<file path="config.mk">
export PLATFORM = sky130hd
export DESIGN_NAME = relocation_delta_decoder_unit
export DESIGN_NICKNAME = d
export VERILOG_FILES = /design/src/rtl/rdd_pkg.sv /design/src/rtl/rdd_front.sv /design/src/rtl/rdd_classify.sv /design/src/rtl/relocation_delta_decoder_unit.sv
export SDC_FILE = /design/constraint.sdc
export NUM_CORES = 1
export LEC_CHECK = 0
export BUFFER_PORTS_ARGS = -buffer_cell sky130_fd_sc_hd__buf_2
export CAP_MARGIN = 20
export CELL_PAD_IN_SITES_DETAIL_PLACEMENT = 0
export CELL_PAD_IN_SITES_GLOBAL_PLACEMENT = 1
export CORE_ASPECT_RATIO = 1.4
export CORE_MARGIN = 2
export CORE_UTILIZATION = 45
export DETAILED_ROUTE_END_ITERATION = 7
export GPL_ROUTABILITY_DRIVEN = 0
export PLACE_DENSITY_LB_ADDON = 0.2
export SKIP_CTS_REPAIR_TIMING = 1
export SLEW_MARGIN = 20
export SYNTH_ARGS = -nofsm -noshare
export SYNTH_HDL_FRONTEND = slang
export SYNTH_HIERARCHICAL = 1
export SYNTH_SLANG_ARGS = --single-unit
</file>
<file path="constraint.sdc">
create_clock -name i_clk -period 5.4 [get_ports i_clk]
set_input_delay 0 -clock i_clk [delete_from_list [all_inputs] [get_ports i_clk]]
set_output_delay 0 -clock i_clk [all_outputs]
set_load 0.01 [all_outputs]
</file>
<file path="src/rtl/rdd_pkg.sv">
`timescale 1ns / 1ps

package rdd_pkg;

    localparam int unsigned OFFSET_W = 32;
    localparam int unsigned BYTE_W   = 8;
    localparam int unsigned CFG_IDX_W = 2;

    typedef enum logic [1:0] {
        ST_OK     = 2'd0,
        ST_TRUNC  = 2'd1,
        ST_BADOFF = 2'd2,
        ST_TRAIL  = 2'd3
    } t_status;

    typedef enum logic [2:0] {
        PH_HEADER     = 3'd0,
        PH_BODY       = 3'd1,
        PH_EMPTY      = 3'd2,
        PH_PADDED     = 3'd3,
        PH_TERMINATED = 3'd4,
        PH_ENDED      = 3'd5
    } t_phase;

    typedef enum logic [CFG_IDX_W-1:0] {
        CFG_TEXT_SIZE     = 2'd0,
        CFG_DATA_SIZE     = 2'd1,
        CFG_EOF_ENDS      = 2'd2,
        CFG_ZERO_PAD_OK   = 2'd3
    } t_cfg_index;

    typedef enum logic {
        KIND_BYTE = 1'b0,
        KIND_EOF  = 1'b1
    } t_kind;

    typedef struct packed {
        logic              kind;
        logic [BYTE_W-1:0] stream_byte;
    } t_in_word;

    typedef struct packed {
        logic                result_kind;
        logic                in_data_section;
        logic [OFFSET_W-1:0] section_offset;
        logic [OFFSET_W-1:0] abs_offset;
        t_status             status;
    } t_out_word;

    // word passed from the byte parser to the classifier
    typedef struct packed {
        logic                is_status;
        t_status             status;
        logic [OFFSET_W-1:0] offset;
    } t_s1_word;

endpackage

</file>
<file path="src/rtl/rdd_front.sv">
`timescale 1ns / 1ps

module rdd_front (
    input  logic              i_clk,
    input  logic              i_rst_n,
    input  logic              i_in_valid,
    output logic              o_in_ready,
    input  rdd_pkg::t_in_word i_in_word,
    input  logic              i_eof_ends_stream,
    input  logic              i_zero_padding_allowed,
    input  logic              i_s1_take,
    output logic              o_s1_valid,
    output rdd_pkg::t_s1_word o_s1_word
);
    import rdd_pkg::*;

    t_phase              r_phase, n_phase;
    logic [1:0]          r_hdr_cnt, n_hdr_cnt;
    logic [OFFSET_W-1:0] r_offset, n_offset;
    t_status             r_first_err, n_first_err;
    logic                r_trailing, n_trailing;
    logic                r_s1_valid, n_s1_valid;
    t_s1_word            r_s1_word, n_s1_word;

    logic                accept;
    logic                push;
    logic [BYTE_W-1:0]   b;
    logic [OFFSET_W-1:0] hdr_offset;
    logic [OFFSET_W-1:0] sum_offset;
    t_status             end_status;

    assign accept     = i_in_valid && o_in_ready;
    assign o_in_ready = !r_s1_valid || i_s1_take;
    assign b          = i_in_word.stream_byte;
    assign hdr_offset = {r_offset[OFFSET_W-BYTE_W-1:0], b};
    assign sum_offset = r_offset + ((b == BYTE_W'(1)) ? OFFSET_W'(254)
                                                      : {{(OFFSET_W-BYTE_W){1'b0}}, b});

    always_comb begin
        if (r_first_err != ST_OK) begin
            end_status = r_first_err;
        end else begin
            unique case (r_phase)
                PH_HEADER:     end_status = ST_TRUNC;
                PH_BODY:       end_status = i_eof_ends_stream ? ST_OK : ST_TRUNC;
                PH_EMPTY:      end_status = ST_OK;
                PH_PADDED:     end_status = (r_trailing || !i_zero_padding_allowed)
                                            ? ST_TRAIL : ST_OK;
                PH_TERMINATED: end_status = r_trailing ? ST_TRAIL : ST_OK;
                default:       end_status = ST_OK;
            endcase
        end
    end

    // next state
    always_comb begin
        n_phase     = r_phase;
        n_hdr_cnt   = r_hdr_cnt;
        n_offset    = r_offset;
        n_first_err = r_first_err;
        n_trailing  = r_trailing;
        if (accept) begin
            if (i_in_word.kind == KIND_EOF) begin
                n_first_err = end_status;
                n_phase     = PH_ENDED;
            end else begin
                unique case (r_phase)
                    PH_HEADER: begin
                        n_offset  = hdr_offset;
                        n_hdr_cnt = r_hdr_cnt + 2'd1;
                        if (r_hdr_cnt == 2'd3) begin
                            n_phase = (hdr_offset == '0) ? PH_EMPTY : PH_BODY;
                        end
                    end
                    PH_BODY: begin
                        if (b == '0) begin
                            n_phase = PH_TERMINATED;
                        end else begin
                            n_offset = sum_offset;
                        end
                    end
                    PH_EMPTY, PH_PADDED: begin
                        n_phase = PH_PADDED;
                        if (b != '0) n_trailing = 1'b1;
                    end
                    PH_TERMINATED: begin
                        if (b != '0) n_trailing = 1'b1;
                    end
                    default: begin
                    end
                endcase
            end
        end
    end

    // outputs toward the classifier
    always_comb begin
        push = 1'b0;
        if (accept) begin
            if (i_in_word.kind == KIND_EOF) begin
                push = 1'b1;
            end else if (r_phase == PH_HEADER) begin
                push = (r_hdr_cnt == 2'd3) && (hdr_offset != '0);
            end else if (r_phase == PH_BODY) begin
                push = (b > BYTE_W'(1));
            end
        end
        n_s1_word.is_status = (i_in_word.kind == KIND_EOF);
        n_s1_word.status    = end_status;
        n_s1_word.offset    = (r_phase == PH_HEADER) ? hdr_offset : sum_offset;
        if (push) begin
            n_s1_valid = 1'b1;
        end else if (i_s1_take) begin
            n_s1_valid = 1'b0;
        end else begin
            n_s1_valid = r_s1_valid;
        end
    end

    always_ff @(posedge i_clk) begin
        if (!i_rst_n) begin
            r_phase     <= PH_HEADER;
            r_hdr_cnt   <= '0;
            r_offset    <= '0;
            r_first_err <= ST_OK;
            r_trailing  <= 1'b0;
            r_s1_valid  <= 1'b0;
        end else begin
            r_phase     <= n_phase;
            r_hdr_cnt   <= n_hdr_cnt;
            r_offset    <= n_offset;
            r_first_err <= n_first_err;
            r_trailing  <= n_trailing;
            r_s1_valid  <= n_s1_valid;
        end
    end

    always_ff @(posedge i_clk) begin
        if (push) begin
            r_s1_word <= n_s1_word;
        end
    end

    assign o_s1_valid = r_s1_valid;
    assign o_s1_word  = r_s1_word;

endmodule

</file>
<file path="src/rtl/rdd_classify.sv">
`timescale 1ns / 1ps

module rdd_classify (
    input  logic               i_clk,
    input  logic               i_rst_n,
    input  logic [31:0]        i_text_size,
    input  logic [31:0]        i_data_size,
    input  logic               i_s1_valid,
    input  rdd_pkg::t_s1_word  i_s1_word,
    output logic               o_s1_take,
    output logic               o_out_valid,
    input  logic               i_out_ready,
    output rdd_pkg::t_out_word o_out_word
);
    import rdd_pkg::*;

    logic                r_bad, n_bad;
    logic                r_out_valid, n_out_valid;
    t_out_word           r_out_word, n_out_word;

    logic [OFFSET_W+1:0] total;
    logic [OFFSET_W+1:0] off_end;
    logic                in_text;
    logic                bad;
    logic                emit;

    assign o_s1_take = i_s1_valid && (!r_out_valid || i_out_ready);

    // exact-width checks, no wrap
    assign total   = {2'b00, i_text_size} + {2'b00, i_data_size};
    assign off_end = {2'b00, i_s1_word.offset} + (OFFSET_W+2)'(4);
    assign in_text = i_s1_word.offset < i_text_size;
    assign bad     = in_text ? (off_end > {2'b00, i_text_size}) : (off_end > total);
    assign emit    = i_s1_word.is_status || !(r_bad || bad);

    always_comb begin
        n_bad = r_bad;
        if (o_s1_take && !i_s1_word.is_status && bad) begin
            n_bad = 1'b1;
        end
        if (o_s1_take) begin
            n_out_valid = emit;
        end else if (i_out_ready) begin
            n_out_valid = 1'b0;
        end else begin
            n_out_valid = r_out_valid;
        end
        if (i_s1_word.is_status) begin
            n_out_word.result_kind     = KIND_EOF;
            n_out_word.in_data_section = 1'b0;
            n_out_word.section_offset  = '0;
            n_out_word.abs_offset      = '0;
            n_out_word.status          = r_bad ? ST_BADOFF : i_s1_word.status;
        end else begin
            n_out_word.result_kind     = KIND_BYTE;
            n_out_word.in_data_section = !in_text;
            n_out_word.section_offset  = in_text ? i_s1_word.offset
                                                 : i_s1_word.offset - i_text_size;
            n_out_word.abs_offset      = i_s1_word.offset;
            n_out_word.status          = ST_OK;
        end
    end

    always_ff @(posedge i_clk) begin
        if (!i_rst_n) begin
            r_bad       <= 1'b0;
            r_out_valid <= 1'b0;
        end else begin
            r_bad       <= n_bad;
            r_out_valid <= n_out_valid;
        end
    end

    always_ff @(posedge i_clk) begin
        if (o_s1_take) begin
            r_out_word <= n_out_word;
        end
    end

    assign o_out_valid = r_out_valid;
    assign o_out_word  = r_out_word;

endmodule

</file>
<file path="src/rtl/relocation_delta_decoder_unit.sv">
`timescale 1ns / 1ps

// Delta-coded relocation table decoder.
// Input channel (i_in_valid / o_in_ready / i_in_word): one table byte per word,
// then an end-of-input word. Output channel (o_out_valid / i_out_ready /
// o_out_word): relocation entries (text or data, section and image offset),
// and one status word for each end-of-input word.
// Config channel (i_cfg_valid / o_cfg_ready, always ready): index 0 text size,
// 1 data size, 2 eof-ends-stream flag, 3 zero-padding-allowed flag. Write only
// while no word is in flight.
// Throughput: one input word per cycle unless the output stalls. The byte parser
// builds each offset from the header or with one 32-bit add per body byte and
// loads a holding register with each result; the classifier then does the
// section bound compares and loads the output register. A word that produces
// a result passes the holding register, then the output register.
// When the receiver stalls, the output register holds its word and the
// holding register still takes one more result-producing word; after that
// o_in_ready drops until the output drains.
// Reset: parser back to the start-offset header, error flags cleared, sizes 0,
// eof flag 0, padding flag 1, both channels empty.
module relocation_delta_decoder_unit (
    input  logic                   i_clk,
    input  logic                   i_rst_n,
    input  logic                   i_in_valid,
    output logic                   o_in_ready,
    input  rdd_pkg::t_in_word      i_in_word,
    output logic                   o_out_valid,
    input  logic                   i_out_ready,
    output rdd_pkg::t_out_word     o_out_word,
    input  logic                   i_cfg_valid,
    output logic                   o_cfg_ready,
    input  rdd_pkg::t_cfg_index    i_cfg_index,
    input  logic [31:0]            i_cfg_data
);
    import rdd_pkg::*;

    logic [OFFSET_W-1:0] r_text_size;
    logic [OFFSET_W-1:0] r_data_size;
    logic                r_eof_ends_stream;
    logic                r_zero_padding_allowed;

    logic                s1_valid;
    logic                s1_take;
    t_s1_word            s1_word;

    assign o_cfg_ready = 1'b1;

    always_ff @(posedge i_clk) begin
        if (!i_rst_n) begin
            r_text_size            <= '0;
            r_data_size            <= '0;
            r_eof_ends_stream      <= 1'b0;
            r_zero_padding_allowed <= 1'b1;
        end else if (i_cfg_valid) begin
            unique case (i_cfg_index)
                CFG_TEXT_SIZE:   r_text_size            <= i_cfg_data;
                CFG_DATA_SIZE:   r_data_size            <= i_cfg_data;
                CFG_EOF_ENDS:    r_eof_ends_stream      <= i_cfg_data[0];
                CFG_ZERO_PAD_OK: r_zero_padding_allowed <= i_cfg_data[0];
                default: begin
                end
            endcase
        end
    end

    rdd_front u_front (
        .i_clk                  (i_clk),
        .i_rst_n                (i_rst_n),
        .i_in_valid             (i_in_valid),
        .o_in_ready             (o_in_ready),
        .i_in_word              (i_in_word),
        .i_eof_ends_stream      (r_eof_ends_stream),
        .i_zero_padding_allowed (r_zero_padding_allowed),
        .i_s1_take              (s1_take),
        .o_s1_valid             (s1_valid),
        .o_s1_word              (s1_word)
    );

    rdd_classify u_classify (
        .i_clk       (i_clk),
        .i_rst_n     (i_rst_n),
        .i_text_size (r_text_size),
        .i_data_size (r_data_size),
        .i_s1_valid  (s1_valid),
        .i_s1_word   (s1_word),
        .o_s1_take   (s1_take),
        .o_out_valid (o_out_valid),
        .i_out_ready (i_out_ready),
        .o_out_word  (o_out_word)
    );

    a_no_valid_after_reset: assert property (@(posedge i_clk)
        !i_rst_n |=> !o_out_valid)
        else $error("output valid right after reset");

    a_entry_status_ok: assert property (@(posedge i_clk) disable iff (!i_rst_n)
        (o_out_valid && o_out_word.result_kind == KIND_BYTE)
        |-> (o_out_word.status == ST_OK
             && o_out_word.section_offset <= o_out_word.abs_offset))
        else $error("relocation entry with bad status or offsets");

    a_status_zero_fields: assert property (@(posedge i_clk) disable iff (!i_rst_n)
        (o_out_valid && o_out_word.result_kind == KIND_EOF)
        |-> (o_out_word.section_offset == '0 && o_out_word.abs_offset == '0
             && !o_out_word.in_data_section))
        else $error("status word carries offset fields");

endmodule
</file>
-- After elaboration in Yosys (flattened, before gate mapping)
Index checks and enable logic that the tools add are counted.
- flip-flop bits (word level): 212
- input bits: 48
- output and inout port bits: 71
- $add $sub $neg: 5
- magnitude comparators: 4
- eq/ne operators: 12
- mux-type cells: 26
- bitwise gates (word level): 2
- reductions and logical operators: 39
- operators by type and width (kind ; count):
    32-bit two-way mux ; 3
    68-bit two-way mux ; 1
    32-bit one-hot mux with 2 select lines ; 1
    34-bit by 32-bit > comparator with 1-bit output ; 1
    34-bit > comparator ; 1
    32-bit by 3-bit adder with 33-bit output (second input constant) ; 1
    32-bit by 32-bit adder with 33-bit output ; 1
    32-bit adder ; 1
    32-bit logical NOT ; 1
    32-bit < comparator ; 1
    32-bit nonzero test ; 1
    32-bit subtractor ; 1
    4-bit AND reduction ; 3
    1-bit two-way mux ; 10
    2-bit two-way mux ; 5
    2-bit AND reduction ; 5
    3-bit two-way mux ; 3
    3-bit one-hot mux with 3 select lines ; 1
    8-bit by 1-bit equality test with 1-bit output (second input constant) ; 1
    8-bit by 1-bit > comparator with 1-bit output (second input constant) ; 1
    8-bit logical NOT ; 1
    8-bit two-way mux ; 1
    2-bit one-hot mux with 4 select lines ; 1
    2-bit nonzero test ; 4
    other kinds (19) ; 38

-- Depth between registers and ports, before layout
Gate-level depths: netlist of the first run.
- depth in word-level cells: 7
- depth in mapped cells: 20

-- Hierarchy
Netlist of the first run, hierarchy kept.
- modules (own cells, without submodules) (module ; instances ; cells each ; area an instance (sq um) ; sequential area each (sq um)):
    rdd_classify ; 1 ; 913 ; 7951.4 ; 2082.0
    rdd_front ; 1 ; 569 ; 4800.9 ; 1871.8
    relocation_delta_decoder_unit ; 1 ; 255 ; 2578.7 ; 1321.3

-- Least setup slack after synthesis of the first run
Ideal clock, no wire load.
- path kind: register to register
- from: reg u_classify.r_out_valid, in the netlist u_classify/o_out_valid
- to: reg u_front.r_s1_word, in the netlist u_front/o_s1_word[0], enable pin
- arrival time: 4060 ps
- setup slack: 913 ps
- stages on the path, launching flop included: 6
- buffers on the path: 0
- path through: dfxtp_1 > nand2b_1 > and2_1 > nand2b_1 > nand2_1 > nor2_1
- cells in the longest elaborated chain, start to end: 6
- RTL lines (item ; line ; RTL):
    start, declared ; rdd_classify.sv:18 ; logic r_out_valid, n_out_valid;
    start signal, assigned ; rdd_classify.sv:70 ; r_out_valid <= n_out_valid;
    1-bit logical NOT ; rdd_classify.sv:27 ; assign o_s1_take = i_s1_valid && (!r_out_valid || i_out_ready);
    1-bit logical OR ; rdd_classify.sv:27 ;
    1-bit logical AND ; rdd_classify.sv:27 ;
    named net s1_take ; relocation_delta_decoder_unit.sv:43 ; logic s1_take;
    1-bit logical OR ; rdd_front.sv:33 ; assign o_in_ready = !r_s1_valid || i_s1_take;
    named net o_in_ready ; relocation_delta_decoder_unit.sv:25 ; output logic o_in_ready,
    1-bit logical AND ; rdd_front.sv:32 ; assign accept = i_in_valid && o_in_ready;
    1-bit two-way mux ; rdd_front.sv:99 ; if (accept) begin
    end signal, assigned ; rdd_front.sv:140 ; r_s1_word <= n_s1_word;
    end, declared ; rdd_front.sv:23 ; t_s1_word r_s1_word, n_s1_word;
The timed path passes the listed nets, and every way through them passes these cells.
A chain may end at the register's enable or synchronous reset.

-- Worst setup path after layout of the first run
- from: reg r_text_size[0]
- to: reg u_classify.r_bad
- cells in the longest elaborated chain, start to end: 4
- elaborated cells on any way between the ends: 6
- those cells by class: add/sub (1); order compare (3); mux (1); reduce/logical (1)
- RTL lines (item ; line ; RTL):
    start, declared ; relocation_delta_decoder_unit.sv:37 ; logic [OFFSET_W-1:0] r_text_size;
    start signal, assigned ; relocation_delta_decoder_unit.sv:56 ; CFG_TEXT_SIZE: r_text_size <= i_cfg_data;
    32-bit by 32-bit adder with 33-bit output ; rdd_classify.sv:30 ; assign total = {2'b00, i_text_size} + {2'b00, i_data_size};
    34-bit > comparator ; rdd_classify.sv:33 ; assign bad = in_text ? (off_end > {2'b00, i_text_size}) : (off_end > total);
    1-bit two-way mux (*) ; rdd_classify.sv:33 ;
    1-bit logical AND (*) ; rdd_classify.sv:38 ; if (o_s1_take && !i_s1_word.is_status && bad) begin
    end signal, assigned ; rdd_classify.sv:69 ; r_bad <= n_bad;
    end, declared ; rdd_classify.sv:17 ; logic r_bad, n_bad;
Mark *: on every way between the ends. The rest lies on a longest branch, timed or not.

==> impl_metrics.tcl, run 1 <==
set metrics [dict create \
    fp-row-count 80 \
    post-route-period-util 0.902 \
    leakage_nw 7.07 \
    status "complete, but fails checks" \
    cts-htree-levels 1 \
    cp.required_ns 5.79 \
    wire_per_inst_um 18.2 \
    syn_area_mm2 0.0153 \
    synth.top_cells.by_area "edfxtp_1 (20%), dfxtp_1 (14%), ha_1 (11%), nand2_1 (6.5%), mux2i_1 (4.6%)" \
    slowest_stage "fa_1" \
    path_clk_slew_ns 0.06 \
    setup_violations 0 \
    cts_inserted_buffers 22 \
    dp_slack_ns 0.642 \
    clock_sinks 212 \
    cts_tree "built" \
    hold_ws_ns -0.0151 \
    rsz0062_at_grt "false" \
    ys_async_sr_fraction 0 \
    worst_slew_pin_slew_ns 0.779 \
    final_cell_mix "nand2_1 (267), ha_1 (137), a21oi_1 (125)" \
    wl_um 42200 \
    diodes 0 \
    setup_tns_ns 0 \
    worstSetupEndpointType "flop" \
    grt_overflow 0 \
    drc_errors 0 \
    timing.slew.headroom 0.481 \
    final_layout_size_suffix_gt1_frac 0.116 \
    antenna_found_initial 0 \
    drt_first_pass_iters 7 \
    fin_nets 2044 \
    ir_drop_mv 0.210 \
    vias 13058 \
    syn2layout_area_growth_pct 13.2 \
    ys.flop_type "dfxtp_1" \
    place_inst 2238 \
    p_per_area_mw_per_mm2 258 \
    cts_root_buffer "clkbuf_16" \
    failed_checks "hold timing" \
    ys_ff_latch 212 \
    yosysTopAreaCell "edfxtp_1" \
    cp_max_fo 3 \
    clock_latency_ns 0.53 \
    place_hpwl_um 32300 \
    die-area_mm2 0.0356 \
    grt_util_all_layers 0.231 \
    slowest_delay_ns 0.43 \
    syn_avg_cell_area_um2 8.83 \
    layout_setup_ws_ns 0.532 \
    crit_family "compound AO/OA/AOI/OAI gates" \
    critPathBufInv 0 \
    finalHoldViolations 1 \
    clockBufferDepth 3 \
    hold_class "in2reg" \
    ant_nets 0 \
    vias_per_cell 5.62 \
    synth_top_area_frac 0.202 \
    max_freq_mhz 205 \
    drtIter0Drc 697 \
    grt_max_degree 67 \
    grt_pass1_vias 12567 \
    final_area_mm2 0.0174 \
    placed_area_mm2 0.0162 \
    ioPinCount 119 \
    path_class "reg2reg" \
    fin_crit_ns 4.87 \
    rrSetupSlack_ns 0.53 \
    skew_ns 0.0166 \
    path_cells "ha_1 > fa_1 > a211oi_1 > nor2_1 > o21ai_0 > nand2b_1 > o21bai_1 > a21o_1 > a21o_1 > a21oi_1 > xor2_1 > ha_1 > a21o_1 > a221o_1 > a221oi_1 > o211ai_1 > a221oi_1 > o21ai_0 > o31ai_1 > o21ai_0" \
    critical_path_arrival_ns 5.26 \
    startpoint_type "flop" \
    coreArea_mm2 0.0338 \
    syn_nets 1925 \
    utilization 0.513 \
    yosysWarnings 6 \
    yosysSeqAreaShare 0.344 \
    maxCapViolations 0 \
    slew_violations 0 \
    fin_cells 2323 \
    final_common_cell "nand2_1" \
    netlist_instances 1737 \
    die_x_um 160 \
    synth-edff-count 103 \
    synth_cell_types 95 \
    io_buffers 117 \
    fp.dieH_um 222 \
    start_util 0.453 \
    grt_first_pass_wirelength_um 66100 \
]
-- cell families after synthesis --
family	count (synthesis)	synth area share
AO/OA/AOI/OAI	419	0.184
AND/OR/NAND/NOR	639	0.200
multiplexers	77	0.0508
adder cells (fa/ha/maj)	140	0.116
flip-flops	212	0.344
other	1	0.000245
buffers and inverters	148	0.0478
XOR/XNOR	101	0.0577
-- flip-flops by register name (all words and copies together), names as in the netlist --
name                    cells
u_front/r_phase             3
r_zero_padding_allowed      1
r_text_size                32
r_eof_ends_stream           1
u_classify/o_out_valid      1
u_front/r_offset           32
r_data_size                32
u_front/r_trailing          1
u_front/r_first_err         2
u_front/r_hdr_cnt           2
u_front/o_s1_valid          1
u_classify/r_bad            1
u_classify/o_out_word      68
u_front/o_s1_word          35
-- worst paths after layout --
check                        from  cells after the start                     end
setup / recovery   r_text_size[0]                     20        u_classify/r_bad
hold / removal        i_out_ready                      4  u_classify/o_out_valid
setup reg to reg   r_text_size[0]                     20        u_classify/r_bad
hold reg to reg   r_data_size[15]                      2         r_data_size[15]
-- Yosys cell counts, types with 30 or more instances --
cell,instances
nand3_1,49
a21oi_1,125
and3_1,30
dfxtp_1,109
nand2_1,267
nor3_1,37
mux2i_1,71
o21ai_0,80
clkbuf_1,42
xor2_1,44
ha_1,137
inv_1,60
a21o_1,48
nor2b_1,38
xnor2_1,57
nor2_1,94
edfxtp_1,103
-- worst reg2reg max path, stage by stage, from the launching register on --
cell      delay, ns
dfxtp_1        0.33
ha_1           0.25
fa_1           0.43
a211oi_1       0.24
nor2_1         0.11
o21ai_0        0.36
nand2b_1       0.19
o21bai_1       0.10
a21o_1         0.21
a21o_1         0.18
a21oi_1        0.16
xor2_1         0.17
ha_1           0.27
a21o_1         0.18
a221o_1        0.33
a221oi_1       0.32
o211ai_1       0.19
a221oi_1       0.26
o21ai_0        0.13
o31ai_1        0.17
o21ai_0        0.17
-- metrics by stage --
step / power [mW] / hold slack (ns)
global route: 4.70 / 0.0170
floorplan: 2.64 / 0.0989
finish: 4.47 / -0.0151
global placement: 2.91 / 0.279
CTS: 4.49 / -0.280
detailed placement: 2.93 / 0.280
-- area by class of cell --
cell class / instances / area, µm²
clock inverters: 7 / 73.8
multi-input cells: 1377 / 9350
flip-flops and latches: 212 / 5280
repair buffers: 182 / 1190
clock buffers: 33 / 668
inverters: 61 / 229
fillers: 3317 / 16500
well taps: 451 / 564
-- routing by layer --
metal  vias up  routed length, µm  global-route usage
li1       6538                  -                   -
met1      6127              17800               0.276
met2       305              20500               0.411
met3        88               1820              0.0252
met4         0               2060               0.112
met5         -                  0                   0
-- power breakdown --
group | total (mW) | internal (mW) | switching [mW]
registers | 1.91 | 1.81 | 0.101
logic | 1.02 | 0.407 | 0.608
clock network | 1.55 | 0.907 | 0.640
total | 4.47 | 3.13 | 1.35
No activity file was read; power rests on OpenSTA's default activity.
==> run 2, diff against run 1 <==
--- a/config.mk
+++ b/config.mk
@@ -15,6 +15,7 @@
 export DETAILED_ROUTE_END_ITERATION = 7
 export GPL_ROUTABILITY_DRIVEN = 0
 export PLACE_DENSITY_LB_ADDON = 0.2
+export RECOVER_POWER = 100
 export SKIP_CTS_REPAIR_TIMING = 1
 export SLEW_MARGIN = 20
 export SYNTH_ARGS = -nofsm -noshare
==> run 2 against run 1 <==
Net effect: the run ends with hold timing, capacitance limit, slew limit left; count of clock-buffer cells in the layout did not move; critical path depth did not move; register-to-register slack improved by 0.04 ns; final cell count did not move; critical path type unchanged; largest cell class unchanged.
==> impl_metrics.tcl, run 2 (synthesized netlist as in run 1, its figures left out) <==
set metrics [dict create \
    status "complete, but fails checks" \
    failed_checks "hold timing, capacitance limit, slew limit" \
    slowest_delay_ns 0.43 \
    setup_tns_ns 0 \
    fin_nets 2044 \
    hold_ws_ns -0.0228 \
    clock_latency_ns 0.53 \
    layout_setup_ws_ns 0.574 \
    ant_nets 0 \
    die_x_um 160 \
    wl_met2_um 20500 \
    wire_per_inst_um 18.2 \
    max_freq_mhz 207 \
    setup_violations 0 \
    cp_max_fo 3 \
    clock_sinks 212 \
    total_power_mw 4.46 \
    reg2reg_to "u_classify/r_bad" \
    place_hpwl_um 32300 \
    coreArea_mm2 0.0338 \
    worst_hold_path.endpoint "u_classify/o_out_valid" \
    cp.required_ns 5.79 \
    final_layout_size_suffix_gt1_frac 0.0668 \
    path_class "reg2reg" \
    critical_path_depth 20 \
    ioPinCount 119 \
    finalHoldViolations 1 \
    grt_first_pass_wirelength_um 66100 \
    grt_util_all_layers 0.231 \
    seq_area_mm2 0.00528 \
    skew_ns 0.0167 \
    slew_violations 216 \
    post-route-period-util 0.894 \
    timing.slew.headroom -1.01 \
    grt_pass1_vias 12567 \
    rsz0062_at_grt "false" \
    antenna_found_initial 0 \
    ff2ff_path_depth 20 \
    n_fill_cell 3383 \
    diodes 0 \
    fin_cells 2323 \
    path_clk_slew_ns 0.06 \
    placed_area_mm2 0.0162 \
    final_common_cell "nand2_1" \
    r2r-start "r_text_size[0]" \
    dp_slack_ns 0.642 \
    grt_max_degree 67 \
    start_util 0.453 \
    leakage_nw 6.80 \
    top_layer "met4" \
    critPathBufInv 0 \
    cts_root_buffer "clkbuf_16" \
    fp-row-count 80 \
    holdPathStages 4 \
    path_cells "ha_1 > fa_1 > a211oi_1 > nor2_1 > o21ai_0 > nand2b_1 > o21bai_1 > a21o_1 > a21o_1 > a21oi_1 > xor2_1 > ha_1 > a21o_1 > a221o_1 > a221oi_1 > o211ai_1 > a221oi_1 > o21ai_0 > o31ai_1 > o21ai_0" \
    place_inst 2238 \
    grt_overflow 0 \
    largest_reg_flops 68 \
    min_from "i_out_ready" \
    final_area_mm2 0.0172 \
    m1WireLength_um 17900 \
    rrSetupSlack_ns 0.57 \
    utilization 0.507 \
    crit_family "compound AO/OA/AOI/OAI gates" \
    vias 13090 \
    hold_class "in2reg" \
    vias_per_cell 5.63 \
    p_per_area_mw_per_mm2 260 \
    die-area_mm2 0.0356 \
    cts_inserted_buffers 22 \
    fin_crit_ns 4.83 \
    final_cell_mix "nand2_1 (267), ha_1 (137), a21oi_1 (128)" \
    route.met3.wl_um 1850 \
    cts_tree "built" \
    drtIter0Drc 684 \
    fp.dieH_um 222 \
    ir_drop_mv 0.209 \
    worst_slew_pin_slew_ns 3.01 \
    startpoint_type "flop" \
    multi_input_area_mm2 0.00929 \
    syn2layout_area_growth_pct 11.9 \
    worstSetupEndpointType "flop" \
    regMostFlops "u_classify/o_out_word" \
    drc_errors 0 \
    critical_path_arrival_ns 5.22 \
    clockBufferDepth 3 \
    io_buffers 117 \
    slowest_stage "fa_1" \
    maxCapViolations 5 \
    wl_um 42300 \
    cts-htree-levels 1 \
    drt_first_pass_iters 7 \
]
==> run 2: changes by cell type in the layout (fill, tap and decap cells not counted), sizes merged <==
| cell | previous run | this run |
|---|---|---|
| buf | 137 | 53 |
| clkbuf | 33 | 117 |
==> run 2: worst max-delay path by stage <==
stage                                start                   endpoint  slack [ns]
finish                      r_text_size[0]           u_classify/r_bad        0.57
global route         u_front/o_s1_word[11]  u_classify/o_out_word[50]        0.22
CTS                         r_text_size[0]           u_classify/r_bad        0.63
detailed placement          r_text_size[0]           u_classify/r_bad        0.64
global placement            r_text_size[0]           u_classify/r_bad        0.73
floorplan           u_classify/o_out_valid       u_front/o_s1_word[0]        0.91
==> run 2: worst reg2reg max path: stages (launching register included) <==
cell and delay [ns]:
dfxtp_1 0.33, ha_1 0.25, fa_1 0.43, a211oi_1 0.23
nor2_1 0.11, o21ai_0 0.36, nand2b_1 0.19, o21bai_1 0.10
a21o_1 0.21, a21o_1 0.18, a21oi_1 0.16, xor2_1 0.16
ha_1 0.27, a21o_1 0.19, a221o_1 0.32, a221oi_1 0.31
o211ai_1 0.18, a221oi_1 0.25, o21ai_0 0.13, o31ai_1 0.17
o21ai_0 0.17
==> run 2: per-layer routing <==
metal	vias up	track usage
met5	-	0
met2	335	0.411
met3	94	0.0252
met4	0	0.112
met1	6121	0.276
li1	6540	-
==> run 2: layout make-up <==
type | instances | share of cell area
inverter | 61 | 0.0133
tap | 451 | 0.0329
clock buffer | 33 | 0.0390
clock inverter | 7 | 0.00430
sequential | 212 | 0.308
timing repair buffer | 182 | 0.0616
multi-input combinational | 1377 | 0.541
==> run 2: report_power, final <==
| group | total (mW) | internal [mW] | switching (mW) | leakage (nW) |
|---|---|---|---|---|
| Clock | 1.55 | 0.907 | 0.640 | 0.351 |
| Sequential | 1.92 | 1.82 | 0.102 | 1.87 |
| Combinational | 0.995 | 0.391 | 0.604 | 4.58 |
| Total | 4.46 | 3.11 | 1.35 | 6.80 |
==> run 3, diff against run 2 <==
--- a/config.mk
+++ b/config.mk
@@ -5,6 +5,7 @@
 export SDC_FILE = /design/constraint.sdc
 export NUM_CORES = 1
 export LEC_CHECK = 0
+export ABC_AREA = 1
 export BUFFER_PORTS_ARGS = -buffer_cell sky130_fd_sc_hd__buf_2
 export CAP_MARGIN = 20
 export CELL_PAD_IN_SITES_DETAIL_PLACEMENT = 0
==> run 3 against run 2 <==
Net effect: non-clock buffer count decreased by 13; utilization increased by 0.29 points; sequential cell count unchanged; the run still ends with hold timing, capacitance limit, slew limit left; worst setup slack improved by 0.51 ns; total power increased by 16%; synthesized area increased by 6.8%; die area increased by 6.6%; clock power about the same.
==> impl_metrics.tcl, run 3 <==
set metrics [dict create \
    largest_reg_flops 68 \
    cts-htree-levels 1 \
    synth-edff-count 103 \
    maxCapViolations 5 \
    grt-busiest-layer "met2" \
    synth_commonest_cells "nand2_1 (503), inv_1 (356), nor2_1 (276), a21oi_1 (171), nand3_1 (149)" \
    skew_ns 0.0366 \
    start_util 0.457 \
    crit_start "u_front/r_phase[2]" \
    grt_max_degree 105 \
    syn_area_mm2 0.0164 \
    cp_max_fo 35 \
    placed_area_mm2 0.0172 \
    status "complete, but fails checks" \
    setup_tns_ns 0 \
    yosysWarnings 6 \
    hold_class "in2reg" \
    worst_slew_pin_slew_ns 3.47 \
    met1_usage 0.312 \
    grt_overflow 0 \
    final_cell_mix "nand2_1 (509), inv_1 (357), nor2_1 (278)" \
    grt_util_all_layers 0.267 \
    wire_per_inst_um 17.6 \
    startpoint_type "flop" \
    rsz0062_at_grt "false" \
    synth_top_area_frac 0.189 \
    coreArea_mm2 0.0358 \
    synth.top_cells.by_area "edfxtp_1 (19%), dfxtp_1 (13%), nand2_1 (12%), ha_1 (10%), inv_1 (8.2%)" \
    ioPinCount 119 \
    vias 15543 \
    regMostFlops "u_classify/o_out_word" \
    syn_nets 2485 \
    cp.required_ns 5.55 \
    clock_latency_ns 0.56 \
    worstSetupEndpointType "flop" \
    p_per_area_mw_per_mm2 284 \
    syn_avg_cell_area_um2 7.13 \
    max_freq_mhz 232 \
    cts_inserted_buffers 24 \
    fin_crit_ns 4.31 \
    path_clk_slew_ns 0.06 \
    leakage_nw 8.32 \
    final_area_mm2 0.0183 \
    critical_path_arrival_ns 4.46 \
    synth_cell_types 58 \
    utilization 0.510 \
    yosysSeqAreaShare 0.322 \
    grt_first_pass_wirelength_um 79100 \
    fin_nets 2621 \
    cts_root_buffer "clkbuf_16" \
    place_hpwl_um 40200 \
    drt_first_pass_iters 5 \
    io_buffers 117 \
    die_x_um 165 \
    hold_ws_ns -0.00468 \
    drtIter0Drc 887 \
    path_class "reg2reg" \
    ys_ff_latch 212 \
    syn2layout_area_growth_pct 11.6 \
    grt_pass1_vias 15180 \
    ir_drop_mv 0.222 \
    clockBufferDepth 3 \
    yosysTopAreaCell "edfxtp_1" \
    failed_checks "hold timing, capacitance limit, slew limit" \
    die-area_mm2 0.0379 \
    post-route-period-util 0.799 \
    netlist_instances 2297 \
    ant_nets 0 \
    slew_violations 277 \
    vias_per_cell 5.34 \
    fp.dieH_um 230 \
    finalHoldViolations 1 \
    yosysMostFrequentCell "nand2_1" \
    final_common_cell "nand2_1" \
    use_met3 0.0236 \
    wl_um 51400 \
    r2r-start "u_front/r_phase[2]" \
    min_from "i_in_word[3]" \
    ys.flop_type "dfxtp_1" \
    ys_async_sr_fraction 0 \
    antenna_found_initial 0 \
    grt_use_met2 0.480 \
    diodes 0 \
    timing.slew.headroom -1.31 \
    drc_errors 0 \
    setup_violations 0 \
    fp-row-count 82 \
    clock_sinks 212 \
    cts_tree "built" \
    final_layout_size_suffix_gt1_frac 0.0657 \
]
==> run 3: cell count changes in the layout (fill, tap and decap cells not counted), sizes merged, moves of 71 or more <==
cell,change
nand2,+248
a21oi,+84
mux2i,-71
inv,+305
nor2,+198
nand3,+106
==> run 3: cell families (layout without fill, tap and decap cells) <==
family | count (synthesis) | after routing | share of synthesized area
other | 1 | 1 | 0.000229
flip-flops | 212 | 212 | 0.322
buffers and inverters | 422 | 576 | 0.104
AO/OA/AOI/OAI | 413 | 413 | 0.150
adder cells (fa/ha/maj) | 140 | 140 | 0.108
XOR/XNOR | 81 | 81 | 0.0433
AND/OR/NAND/NOR | 1028 | 1028 | 0.272
==> run 3: cell type report <==
class	count	area [µm²]
inverter	363	1360
tap	462	578
clock buffer	33	666
timing repair buffer	169	983
sequential	212	5280
multi-input combinational	1663	9310
clock inverter	11	78.8
fill	3719	17500
==> run 3: critical path, stage by stage (launching register included) <==
cell	delay, ns
dfxtp_1	0.34
inv_1	0.14
nand3_1	1.39
nor2_1	0.88
nand2_1	0.10
nand2_1	0.08
inv_1	0.03
nand2_1	0.05
nand2_1	0.06
inv_1	0.05
clkbuf_2	0.75
==> run 3: per-stage QoR <==
| stage | hold WS [ns] | std cells | total power [mW] | setup WS [ns] |
|---|---|---|---|---|
| after detailed placement | 0.226 | 2824 | 3.63 | 1.47 |
| after CTS | -0.356 | 2868 | 5.21 | 1.44 |
| after floorplan | 0.0989 | 2297 | 3.15 | 1.95 |
| final | -0.00468 | 2913 | 5.19 | 1.09 |
| after global routing | 0.0374 | 2913 | 5.50 | 0.714 |
| after global placement | 0.221 | 2824 | 3.60 | 1.51 |
==> run 3: power breakdown <==
| part | internal (mW) | switching [mW] | total, mW | leakage [nW] |
|---|---|---|---|---|
| Combinational | 0.534 | 1.07 | 1.60 | 6.09 |
| Sequential | 1.88 | 0.141 | 2.02 | 1.87 |
| Clock | 0.873 | 0.694 | 1.57 | 0.363 |
==> run 3: layer usage <==
layer / wire, µm / part of all wire / up-vias
met3: 2320 / 0.045 / 141
met1: 20300 / 0.40 / 7163
li1: - / - / 7793
met5: 0 / 0 / -
met4: 2890 / 0.056 / 0
met2: 25800 / 0.50 / 446
==> run 3: worst paths after layout <==
check,to,slack (ns),depth (start not counted)
worst min-delay path,u_front/r_trailing,-0.005,5
worst max register to register,u_front/o_s1_word[19],1.09,10
worst min register to register,u_front/r_hdr_cnt[1],0.48,2
worst max-delay path,u_front/o_s1_word[19],1.09,10
